[src/sv/rtoeb_pkg.sv]
// Shared types and constants for the TCP retransmission-timeout estimator.
package rtoeb_pkg;

   // Action codes carried in the input beat
   localparam logic [1:0] ACT_SAMPLE = 2'd0;
   localparam logic [1:0] ACT_EXPIRE = 2'd1;
   localparam logic [1:0] ACT_ARM    = 2'd2;

   // Configuration register indexes (byte address = 4 * index)
   localparam logic [1:0] CSR_INITIAL_RTO = 2'd0;
   localparam logic [1:0] CSR_MIN_RTO     = 2'd1;
   localparam logic [1:0] CSR_MAX_RTO     = 2'd2;

   localparam logic [31:0] INITIAL_RTO_RESET = 32'd1000000;
   localparam logic [31:0] MIN_RTO_RESET     = 32'd1000000;
   localparam logic [31:0] MAX_RTO_RESET     = 32'd240000000;

   localparam logic [3:0] RETRY_SAT = 4'd15;

   localparam int QUEUE_DEPTH = 2;

   typedef enum logic [1:0] {
      OP_SAMPLE,
      OP_EXPIRE,
      OP_ARM,
      OP_IDLE
   } op_type;

   typedef struct packed {
      logic [1:0]  action;
      logic [31:0] send_time;
      logic [31:0] ack_time;
   } req_payload_type;

   typedef struct packed {
      logic [31:0] rto;
      logic [31:0] smoothed_rtt;
      logic [31:0] rtt_variance;
      logic [31:0] lowest_rtt;
      logic [3:0]  retry_count;
      logic        abort_flag;
      logic [31:0] timeout_total;
   } rsp_payload_type;

   // Classified work item handed from front to back
   typedef struct packed {
      op_type      op;
      logic [31:0] rtt;
   } queue_item_type;

   typedef struct packed {
      logic [31:0] min_rto;
      logic [31:0] max_rto;
   } rto_limits_type;

   typedef struct packed {
      logic        valid;
      logic [31:0] value;
   } rto_load_type;

endpackage

[src/sv/rtoeb_front.sv]
// Front stage: accepts input beats, forms the RTT sample and classifies the action.
module rtoeb_front
   import rtoeb_pkg::*;
(
   input  logic            clock,
   input  logic            reset,
   input  logic            req_valid,
   output logic            req_stall,
   input  req_payload_type req_payload,
   output logic            push_valid,
   output queue_item_type  push_item,
   input  logic            queue_full
);

   logic           valid_ff;
   logic           valid_in;
   queue_item_type item_ff;
   queue_item_type item_in;
   logic           load;
   op_type         op_dec;

   always_comb begin
      unique case (req_payload.action)
         ACT_SAMPLE: op_dec = OP_SAMPLE;
         ACT_EXPIRE: op_dec = OP_EXPIRE;
         ACT_ARM:    op_dec = OP_ARM;
         default:    op_dec = OP_IDLE;
      endcase
   end

   // Hold the beat while the queue is full
   assign req_stall = valid_ff & queue_full;
   assign load      = req_valid & ~req_stall;

   always_comb begin
      item_in.op  = op_dec;
      item_in.rtt = req_payload.ack_time - req_payload.send_time;
      valid_in    = valid_ff;
      if (load) begin
         valid_in = 1'b1;
      end else if (valid_ff && !queue_full) begin
         valid_in = 1'b0;
      end
   end

   always_ff @(posedge clock) begin
      if (reset) begin
         valid_ff <= 1'b0;
      end else begin
         valid_ff <= valid_in;
      end
   end

   always_ff @(posedge clock) begin
      if (load) begin
         item_ff <= item_in;
      end
   end

   assign push_valid = valid_ff;
   assign push_item  = item_ff;

endmodule

[src/sv/rtoeb_queue.sv]
// Short queue between the front and back stages.
module rtoeb_queue
   import rtoeb_pkg::*;
(
   input  logic           clock,
   input  logic           reset,
   input  logic           push_valid,
   input  queue_item_type push_item,
   output logic           full,
   output logic           pop_valid,
   output queue_item_type pop_item,
   input  logic           pop_ready
);

   localparam int PtrBits   = $clog2(QUEUE_DEPTH);
   localparam int CountBits = $clog2(QUEUE_DEPTH + 1);

   queue_item_type             entry_ff [QUEUE_DEPTH];
   logic [PtrBits-1:0]         wr_ptr_ff;
   logic [PtrBits-1:0]         wr_ptr_in;
   logic [PtrBits-1:0]         rd_ptr_ff;
   logic [PtrBits-1:0]         rd_ptr_in;
   logic [CountBits-1:0]       count_ff;
   logic [CountBits-1:0]       count_in;
   logic                       push;
   logic                       pop;

   assign full      = (count_ff == CountBits'(QUEUE_DEPTH));
   assign pop_valid = (count_ff != '0);
   assign pop_item  = entry_ff[rd_ptr_ff];
   assign push      = push_valid & ~full;
   assign pop       = pop_valid & pop_ready;

   always_comb begin
      wr_ptr_in = wr_ptr_ff;
      rd_ptr_in = rd_ptr_ff;
      if (push) begin
         wr_ptr_in = (wr_ptr_ff == PtrBits'(QUEUE_DEPTH - 1)) ? '0 : wr_ptr_ff + 1'b1;
      end
      if (pop) begin
         rd_ptr_in = (rd_ptr_ff == PtrBits'(QUEUE_DEPTH - 1)) ? '0 : rd_ptr_ff + 1'b1;
      end
      count_in = count_ff + CountBits'(push) - CountBits'(pop);
   end

   always_ff @(posedge clock) begin
      if (reset) begin
         wr_ptr_ff <= '0;
         rd_ptr_ff <= '0;
         count_ff  <= '0;
      end else begin
         wr_ptr_ff <= wr_ptr_in;
         rd_ptr_ff <= rd_ptr_in;
         count_ff  <= count_in;
      end
   end

   always_ff @(posedge clock) begin
      if (push) begin
         entry_ff[wr_ptr_ff] <= push_item;
      end
   end

endmodule

[src/sv/rtoeb_back.sv]
// Back stage: estimator state, backoff logic and the result register.
module rtoeb_back
   import rtoeb_pkg::*;
#(
   parameter int MAX_RETRIES = 12
)
(
   input  logic            clock,
   input  logic            reset,
   input  rto_limits_type  limits,
   input  rto_load_type    init_load,
   input  logic            item_valid,
   input  queue_item_type  item,
   output logic            item_ready,
   output logic            rsp_valid,
   input  logic            rsp_stall,
   output rsp_payload_type rsp_payload
);

   localparam logic [3:0] RetryLimit = 4'(MAX_RETRIES);

   logic [31:0]     srtt_ff, srtt_in;
   logic [31:0]     rttvar_ff, rttvar_in;
   logic [31:0]     rto_ff, rto_in;
   logic            measured_ff, measured_in;
   logic [31:0]     min_rtt_ff, min_rtt_in;
   logic [3:0]      retry_ff, retry_in;
   logic [31:0]     timeout_ff, timeout_in;
   logic            rsp_valid_ff, rsp_valid_in;
   rsp_payload_type payload_ff, payload_in;

   logic            take;
   logic            abort_now;
   logic [31:0]     rtt;
   logic [31:0]     diff;
   logic [33:0]     var_sum;
   logic [34:0]     srtt_sum;
   logic [31:0]     srtt_smp;
   logic [31:0]     var_smp;
   logic [33:0]     var_term;
   logic [33:0]     var_floor;
   logic [34:0]     rto_sum;
   logic [31:0]     rto_smp;
   logic [32:0]     rto_dbl;
   logic [31:0]     rto_exp;
   logic [3:0]      retry_inc;

   // Advance whenever the result register is free or being drained
   assign item_ready = ~rsp_valid_ff | ~rsp_stall;
   assign take       = item_valid & item_ready;
   assign rtt        = item.rtt;

   // Sample datapath
   always_comb begin
      diff     = (srtt_ff >= rtt) ? (srtt_ff - rtt) : (rtt - srtt_ff);
      var_sum  = {1'b0, rttvar_ff, 1'b0} + {2'b00, rttvar_ff} + {2'b00, diff};
      srtt_sum = {srtt_ff, 3'b000} - {3'b000, srtt_ff} + {3'b000, rtt};
      if (measured_ff) begin
         srtt_smp = srtt_sum[34:3];
         var_smp  = var_sum[33:2];
      end else begin
         srtt_smp = rtt;
         var_smp  = {1'b0, rtt[31:1]};
      end
      var_term  = {var_smp, 2'b00};
      var_floor = (var_term < {2'b00, limits.min_rto}) ? {2'b00, limits.min_rto} : var_term;
      rto_sum   = {3'b000, srtt_smp} + {1'b0, var_floor};
      rto_smp   = (rto_sum > {3'b000, limits.max_rto}) ? limits.max_rto : rto_sum[31:0];
   end

   // Backoff datapath
   always_comb begin
      rto_dbl   = {rto_ff, 1'b0};
      rto_exp   = (rto_dbl > {1'b0, limits.max_rto}) ? limits.max_rto : rto_dbl[31:0];
      retry_inc = (retry_ff < RETRY_SAT) ? retry_ff + 4'd1 : RETRY_SAT;
   end

   always_comb begin
      srtt_in     = srtt_ff;
      rttvar_in   = rttvar_ff;
      rto_in      = rto_ff;
      measured_in = measured_ff;
      min_rtt_in  = min_rtt_ff;
      retry_in    = retry_ff;
      timeout_in  = timeout_ff;
      abort_now   = 1'b0;
      if (take) begin
         unique case (item.op)
            OP_SAMPLE: begin
               srtt_in     = srtt_smp;
               rttvar_in   = var_smp;
               rto_in      = rto_smp;
               measured_in = 1'b1;
               if ((rtt != '0) && ((min_rtt_ff == '0) || (rtt < min_rtt_ff))) begin
                  min_rtt_in = rtt;
               end
            end
            OP_EXPIRE: begin
               retry_in = retry_inc;
               if (retry_inc > RetryLimit) begin
                  abort_now = 1'b1;
               end else begin
                  rto_in     = rto_exp;
                  timeout_in = timeout_ff + 32'd1;
               end
            end
            OP_ARM: begin
               retry_in = '0;
            end
            default: begin
            end
         endcase
      end else if (init_load.valid && !measured_ff) begin
         // Initial RTO write reloads the timeout until the first sample
         rto_in = init_load.value;
      end
   end

   always_comb begin
      payload_in.rto           = rto_in;
      payload_in.smoothed_rtt  = srtt_in;
      payload_in.rtt_variance  = rttvar_in;
      payload_in.lowest_rtt    = min_rtt_in;
      payload_in.retry_count   = retry_in;
      payload_in.abort_flag    = abort_now;
      payload_in.timeout_total = timeout_in;
      rsp_valid_in = take | (rsp_valid_ff & rsp_stall);
   end

   always_ff @(posedge clock) begin
      if (reset) begin
         srtt_ff      <= '0;
         rttvar_ff    <= '0;
         rto_ff       <= INITIAL_RTO_RESET;
         measured_ff  <= 1'b0;
         min_rtt_ff   <= '0;
         retry_ff     <= '0;
         timeout_ff   <= '0;
         rsp_valid_ff <= 1'b0;
      end else begin
         srtt_ff      <= srtt_in;
         rttvar_ff    <= rttvar_in;
         rto_ff       <= rto_in;
         measured_ff  <= measured_in;
         min_rtt_ff   <= min_rtt_in;
         retry_ff     <= retry_in;
         timeout_ff   <= timeout_in;
         rsp_valid_ff <= rsp_valid_in;
      end
   end

   always_ff @(posedge clock) begin
      if (take) begin
         payload_ff <= payload_in;
      end
   end

   assign rsp_valid   = rsp_valid_ff;
   assign rsp_payload = payload_ff;

`ifndef SYNTHESIS
   a_abort_past_limit: assert property (@(posedge clock) disable iff (reset)
      (rsp_valid_ff && payload_ff.abort_flag) |-> (payload_ff.retry_count > RetryLimit))
      else $error("abort reported below the retry limit");

   a_backoff_clamped: assert property (@(posedge clock) disable iff (reset)
      (take && item.op == OP_EXPIRE && !abort_now) |=> (rto_ff <= $past(limits.max_rto)))
      else $error("backed-off RTO exceeds max_rto");

   a_timeout_counted: assert property (@(posedge clock) disable iff (reset)
      (take && item.op == OP_EXPIRE && !abort_now) |=> (timeout_ff == $past(timeout_ff) + 32'd1))
      else $error("timeout not counted on backoff");

   a_arm_clears_retry: assert property (@(posedge clock) disable iff (reset)
      (take && item.op == OP_ARM) |=> (retry_ff == '0))
      else $error("timer arm did not clear retry count");
`endif

endmodule

[src/sv/tcp_rto_estimator_backoff.sv]
// Top level of the TCP retransmission-timeout estimator with exponential backoff.
//
// Takes one event beat per cycle while req_stall is low (RTT sample, timer
// expiry or timer arm) and returns one result beat per event with the state
// after that event: RTO, smoothed RTT, RTT variation, lowest nonzero RTT,
// retry count, abort flag and total timeouts. Sustained rate is one beat per
// clock while rsp_stall is low; the limit is the state update in the back
// stage, where each event reads the state the previous one wrote. A request
// beat goes through the front register, the two-entry queue and the result
// register. A stalled result side backs up into the queue; req_stall rises
// once the front register and the queue are all holding beats.
// Registers on the APB port: 0x0 initial_rto, 0x4 min_rto, 0x8 max_rto;
// writing initial_rto also reloads the current RTO until the first sample
// has been taken. Write configuration only while no beats are in flight.
module tcp_rto_estimator_backoff
   import rtoeb_pkg::*;
#(
   parameter int MAX_RETRIES = 12
)
(
   input  logic            clock,
   input  logic            reset,
   // request channel
   input  logic            req_valid,
   output logic            req_stall,
   input  req_payload_type req_payload,
   // result channel
   output logic            rsp_valid,
   input  logic            rsp_stall,
   output rsp_payload_type rsp_payload,
   // configuration port
   input  logic            psel,
   input  logic            penable,
   input  logic            pwrite,
   input  logic [3:0]      paddr,
   input  logic [31:0]     pwdata,
   output logic [31:0]     prdata,
   output logic            pready
);

   logic [31:0]    initial_rto_ff, initial_rto_in;
   logic [31:0]    min_rto_ff, min_rto_in;
   logic [31:0]    max_rto_ff, max_rto_in;
   logic           csr_write;
   logic [1:0]     csr_index;
   rto_limits_type limits;
   rto_load_type   init_load;

   logic           push_valid;
   queue_item_type push_item;
   logic           queue_full;
   logic           pop_valid;
   queue_item_type pop_item;
   logic           pop_ready;

   // Configuration registers: write on the access phase, index by word
   assign pready    = 1'b1;
   assign csr_write = psel & penable & pwrite & pready;
   assign csr_index = paddr[3:2];

   always_comb begin
      initial_rto_in = initial_rto_ff;
      min_rto_in     = min_rto_ff;
      max_rto_in     = max_rto_ff;
      init_load      = '{valid: 1'b0, value: pwdata};
      if (csr_write) begin
         unique case (csr_index)
            CSR_INITIAL_RTO: begin
               initial_rto_in  = pwdata;
               init_load.valid = 1'b1;
            end
            CSR_MIN_RTO: min_rto_in = pwdata;
            CSR_MAX_RTO: max_rto_in = pwdata;
            default: begin
            end
         endcase
      end
   end

   always_comb begin
      unique case (csr_index)
         CSR_INITIAL_RTO: prdata = initial_rto_ff;
         CSR_MIN_RTO:     prdata = min_rto_ff;
         CSR_MAX_RTO:     prdata = max_rto_ff;
         default:         prdata = '0;
      endcase
   end

   always_ff @(posedge clock) begin
      if (reset) begin
         initial_rto_ff <= INITIAL_RTO_RESET;
         min_rto_ff     <= MIN_RTO_RESET;
         max_rto_ff     <= MAX_RTO_RESET;
      end else begin
         initial_rto_ff <= initial_rto_in;
         min_rto_ff     <= min_rto_in;
         max_rto_ff     <= max_rto_in;
      end
   end

   assign limits.min_rto = min_rto_ff;
   assign limits.max_rto = max_rto_ff;

   // Front: accept and classify
   rtoeb_front u_front (
      .clock       (clock),
      .reset       (reset),
      .req_valid   (req_valid),
      .req_stall   (req_stall),
      .req_payload (req_payload),
      .push_valid  (push_valid),
      .push_item   (push_item),
      .queue_full  (queue_full)
   );

   // Decoupling queue
   rtoeb_queue u_queue (
      .clock      (clock),
      .reset      (reset),
      .push_valid (push_valid),
      .push_item  (push_item),
      .full       (queue_full),
      .pop_valid  (pop_valid),
      .pop_item   (pop_item),
      .pop_ready  (pop_ready)
   );

   // Back: state update and result register
   rtoeb_back #(
      .MAX_RETRIES (MAX_RETRIES)
   ) u_back (
      .clock       (clock),
      .reset       (reset),
      .limits      (limits),
      .init_load   (init_load),
      .item_valid  (pop_valid),
      .item        (pop_item),
      .item_ready  (pop_ready),
      .rsp_valid   (rsp_valid),
      .rsp_stall   (rsp_stall),
      .rsp_payload (rsp_payload)
   );

endmodule
[config.mk]
export PLATFORM = sky130hd
export DESIGN_NAME = tcp_rto_estimator_backoff
export DESIGN_NICKNAME = d
export VERILOG_FILES = /design/src/sv/rtoeb_pkg.sv /design/src/sv/rtoeb_front.sv /design/src/sv/rtoeb_queue.sv /design/src/sv/rtoeb_back.sv /design/src/sv/tcp_rto_estimator_backoff.sv
export SDC_FILE = /design/constraint.sdc
export NUM_CORES = 2
export LEC_CHECK = 0
export ABC_AREA = 1
export BUFFER_PORTS_ARGS = -buffer_cell sky130_fd_sc_hd__buf_4
export CORE_AREA = 4 4 258 260
export CTS_CLUSTER_SIZE = 40
export DETAILED_ROUTE_END_ITERATION = 10
export DIE_AREA = 0 0 262 264
export MAX_ROUTING_LAYER = met4
export PLACE_DENSITY = 0.81
export SYNTH_ARGS = -nofsm -noshare
export SYNTH_HDL_FRONTEND = slang
export SYNTH_HIERARCHICAL = 1
export SYNTH_SLANG_ARGS = --single-unit
[constraint.sdc]
create_clock -name clock -period 11.8 [get_ports clock]
set_input_delay 1.18 -clock clock [delete_from_list [all_inputs] [get_ports clock]]
set_output_delay 1.18 -clock clock [all_outputs]
set_load 0.05 [all_outputs]
# After elaboration in Yosys (flattened, before gate mapping)
# Memory sizes are Yosys's and may differ from the RTL's. A register that Yosys moved wholly into a read port is not among the register bits.
# Index checks and enable logic that the tools add are counted.
# word_totals
reg_bits	466
ram_bits	68
input_bits	109
out_inout_bits	200
word_cells	119
memories	1
# memory_table
memory	words	word_bits	rd	rd_ports_with_merged_regs	write_ports	line_no	source
u_queue.entry_ff	2	34	1	1	1	rtoeb_queue.sv:18	queue_item_type entry_ff [QUEUE_DEPTH];
# classes
add_sub_neg	14
magnitude_cmp	7
n_eq_ne	7
mux	36
bitwise	13
reduce_logical	17
# op_table
cell	n
$mux 32	18
$pmux 32 s3	1
$sub 32x32->32	3
$pmux 32 s2	1
$add 32x34->35	1
$add 35x32->35	1
$gt 35x32->1	1
$sub 35x32->35	1
$add 33x32->34	1
$add 34x32->34	1
$lt 34x32->1	1
$mux 34	1
$gt 33x32->1	1
$add 32x1->32 const B	1
$ge 32x32->1	1
$logic_not 32->1	1
$lt 32x32->1	1
$reduce_bool 32->1	1
$mux 1	11
$eq 2x2->1 const B	4
$mux 4	2
$pmux 4 s2	1
$reduce_and 2->1	4
$and 1x1->1	7
other kinds (15)	28

# Depth between registers and ports, before layout
# logic_depth
word_depth	11
depth_mapped	84

# Modules after synthesis
# Netlist, hierarchy kept.
# by_module_without_submodules
module	instances	cells_each	area_each_um2
rtoeb_back	1	4029	28742.6
tcp_rto_estimator_backoff	1	678	4366.7
rtoeb_front	1	576	3570.9
rtoeb_queue	1	145	2860.2

# Worst setup path after synthesis
# OpenSTA, ideal clock, no wires.
# synth_timing
path_kind	register to register
from	reg (tool-made name)
to	reg u_back.payload_ff, in the netlist u_back/rsp_payload[134], data pin
setup_time_ns	0.251
arrival_time_ns	9.716
path_slack_ns	1.833
path_stages_with_launch	76
path_buffers	6
synth_period_minus_slack_ns	9.967
path_cell_list	dfxtp_1 buf_6 buf_12 mux2_4 inv_1 ha_1 a21o_1 a21oi_1 nor2_1 nor2_1 o21ai_2 nand2_1 nand3_2 buf_6 buf_4 nand2_1 o21ai_0 xor2_1 [40 not listed] inv_1 o21ai_0 nand2_1 nor2_1 nand2_1 nand2_1 nand2_1 nand2_1 nand2_1 nand2_1 nand3_1 nor2_4 buf_6 nand2_1 nand3_1 nand3_1 nand2_1 inv_1
# synth_rtl
item	line_no	source
end signal: assignment	rtoeb_back.sv:154	payload_ff <= payload_in;
end: declaration	rtoeb_back.sv:30	rsp_payload_type payload_ff, payload_in;

==> run_results.csv <==
group,metric,value,unit
status,status,"completed",
critical_path,critical_path.slowest_cell,"fa_1",
routing,route.vias.total,40200,
finish,insertedDiodeCount,0,
clock_tree,clk_latency,0.66,ns
flow_run,max-cap-violations,0,
floorplanning,die_h,264,um
hold_path,min_to,"u_queue/entry_ff[0][27]",
yosys,synth_xor_area_share,2.48,%
clock_tree,cts_max_level,2,
timing,finalClockSkew,0.0599,ns
critical_path,r2r_setup_slack,0.24,ns
finish,seqCellArea,13400,um2
routing,drt_first_pass_iters,9,
hold_path,hold_depth,0,
placed_design,portBuffers,305,
finish,nNetsFinal,6579,
yosys,synth_nets,5923,
critical_path,cp_top_family,"simple AND/OR/NAND/NOR gates",
timing,worstMarginPinSlew,1.30,ns
routing,finalWirelength,143000,um
timing,max_slew_margin,13.5,%
global_route,antenna_found_initial,3,
timing,min_period,11.56,ns
clock_tree,cts_tree,"yes",
yosys,synth_edf_count,267,
floorplanning,core_area,64100,um2
yosys,async_flop_share,0,%
routing,post_drt_wl_per_cell,20.5,um
floorplanning,die_x,262,um
placed_design,place_area,45300,um2
timing,drv_slew,0,
yosys,synth_top_cell_by_area,"edfxtp_1",
yosys,synth-simple-area-share,24.6,%
finish,areaGrowthSynthToFinish,22.9,%
global_route,grt-ovfl-total,0,
timing,max_freq,86.5,MHz
finish,fill_cells,4772,
hold_path,min-delay-start,"u_front/push_item[27]",
yosys,synthTopCellsByArea,"edfxtp_1 20%, dfxtp_1 14%, nand2_1 13%",
global_route,grt_max_degree,112,
critical_path,path_buf_inv,17,
clock_tree,cts_sinks,535,
placed_design,gp_congestion,1.06,
critical_path,crit_top_cell,"nand2_1",
floorplanning,initial_core_util,61.7,%
critical_path,critical_path_class,"register to register",
timing,fin_crit_sh,97.9,%
finish,post-route-util,75.8,%
yosys,synth_seq_area_share,33.8,%
global_route,grt_pass1_wl,211000,um
placed_design,dp_hpwl,107000,um
finish,drive_gt1_share,19.0,%
critical_path,cp_slowest_stage_delay,0.49,ns
yosys,synth_compound_area_share,13.3,%
clock_tree,path_clk_slew,0.06,ns
critical_path,end_kind,"register",
clock_tree,root_buffer,"clkbuf_16",
critical_path,r2r-end,"u_back/rsp_payload[153]",
routing,drt_iter0_drc,4835,
routing,antenna_left,0,
timing,hold_slack,0.443,ns
critical_path,crit_fanout,7,
timing,finalHoldViolations,0,
routing,route.detailed.drc,0,
critical_path,cp.required,12.18,ns
yosys,synthAdderAreaFrac,13.5,%
yosys,synthMostInstantiatedCell,"nand2_1",
global_route,grt.total_usage,40.0,%
floorplanning,die_area,69200,um2
critical_path,start_kind,"register",
floorplanning,io-pin-count,309,
critical_path,reg2reg_depth,73,
yosys,synthMuxAreaShare,1.71,%
floorplanning,rows,93,
clock_tree,clockBufferDepth,3,
finish,multiInputGateArea,22900,um2
yosys,synth_cell_types,68,
yosys,ys_ff_latch,535,
yosys,synthFlopType,"dfxtp_1",
routing,vias_per_cell,5.75,
critical_path,arrival,11.94,ns
clock_tree,cts_hold_buf,0,
yosys,netlist_top_cells_count,"1341 x nand2_1, 898 x inv_1, 509 x nor2_1",
yosys,yosysTopAreaCellShare,20.3,%
yosys,synth_top_family_by_area,"simple AND/OR/NAND/NOR gates",
timing,setup_viol,0,
global_route,grt_pass1_vias,38100,
yosys,yosysWarningCount,6,
clock_tree,cts_buffers,56,
yosys,syn_avg_cell_area,7.28,um2
hold_path,min_path_type,"register to register",
finish,fin_area,48600,um2
yosys,syn_inst,5428,
yosys,syn_area,39500,um2
layout make-up:
cell class	instances	area share, %
clock inverters	34	0.837
flip-flops and latches	535	27.5
clock buffers	72	3.15
multi-input cells	3829	47.2
inverters	912	7.11
repair buffers	750	12.0
well taps	855	2.20
worst max path at each step:
stage / startpoint / end / slack (ns) / cells past startpoint
CTS: register / u_back/rsp_payload[134] / 0.003 / 80
global placement: register / u_back/rsp_payload[140] / 0.05 / 80
global route: register / u_back/rsp_payload[157] / -0.33 / 78
finish: register / u_back/rsp_payload[153] / 0.24 / 73
detailed placement: register / u_back/rsp_payload[135] / -0.28 / 78
floorplan: register / u_back/rsp_payload[134] / 1.83 / 75
stage by stage:
stage          instances  worst slack, ns  TNS (ns)
5_1_grt             6987           -0.334    -15.34
4_1_cts             6954          0.00329         0
2_1_floorplan       5428             1.83         0
3_5_place_dp        6845           -0.282    -12.05
6_report            6987            0.242         0
3_3_place_gp        6845           0.0532         0
cell usage in the layout, fill, tap and decap left out, drive strengths merged, types with 6 or more instances in the layout:
| master | count |
|---|---|
| a211oi | 22 |
| a21boi | 7 |
| a21o | 25 |
| a21oi | 422 |
| a221oi | 10 |
| a31o | 9 |
| a31oi | 21 |
| and2 | 28 |
| buf | 745 |
| bufinv | 6 |
| clkbuf | 77 |
| clkinv | 18 |
| clkinvlp | 13 |
| dfxtp | 268 |
| edfxtp | 267 |
| fa | 66 |
| ha | 320 |
| inv | 909 |
| mux2 | 34 |
| mux2i | 18 |
| nand2 | 1354 |
| nand3 | 279 |
| nand4 | 52 |
| nor2 | 526 |
| nor3 | 38 |
| nor4 | 24 |
| o211ai | 47 |
| o21a | 23 |
| o21ai | 302 |
| o21bai | 20 |
| or2 | 35 |
| xnor2 | 25 |
| xor2 | 87 |
logic make-up (layout without fill, tap and decap cells):
kind of cell / Yosys count / count (layout)
fa+ha+maj: 386 / 386
simple gates: 2342 / 2345
flops: 535 / 535
other cells: 1 / 1
buf+inv: 1067 / 1768
compound gates: 933 / 933
xor+xnor: 112 / 112
mux: 52 / 52
layer usage:
layer	global-route usage, %	vias up	part of all wire [%]
met5	-	-	0
met4	18.3	0	5.9
met3	7.15	455	11
met2	60.5	2317	44
met1	52.6	18500	39
li1	-	18900	-
registers in the layout (all words and copies together) (netlist names), 2 cells and up, named ones only:
signal	count
initial_rto_ff	32
max_rto_ff	32
min_rto_ff	32
u_back/min_rtt_ff	32
u_back/retry_ff	4
u_back/rsp_payload	165
u_back/rto_ff	32
u_back/rttvar_ff	32
u_back/srtt_ff	32
u_back/timeout_ff	32
u_front/push_item	34
u_queue/count_ff	2
u_queue/entry_ff	68
repair_timing:
item,4_1_cts,5_1_grt
resized for setup,15,231
endpoints found under the setup margin,64,64
buffers inserted,2,23
pin swaps,2,57
cloned,1,10
Power is not shown: default switching activity piles up to over one toggle a cycle in this logic, so the estimate is an artifact.
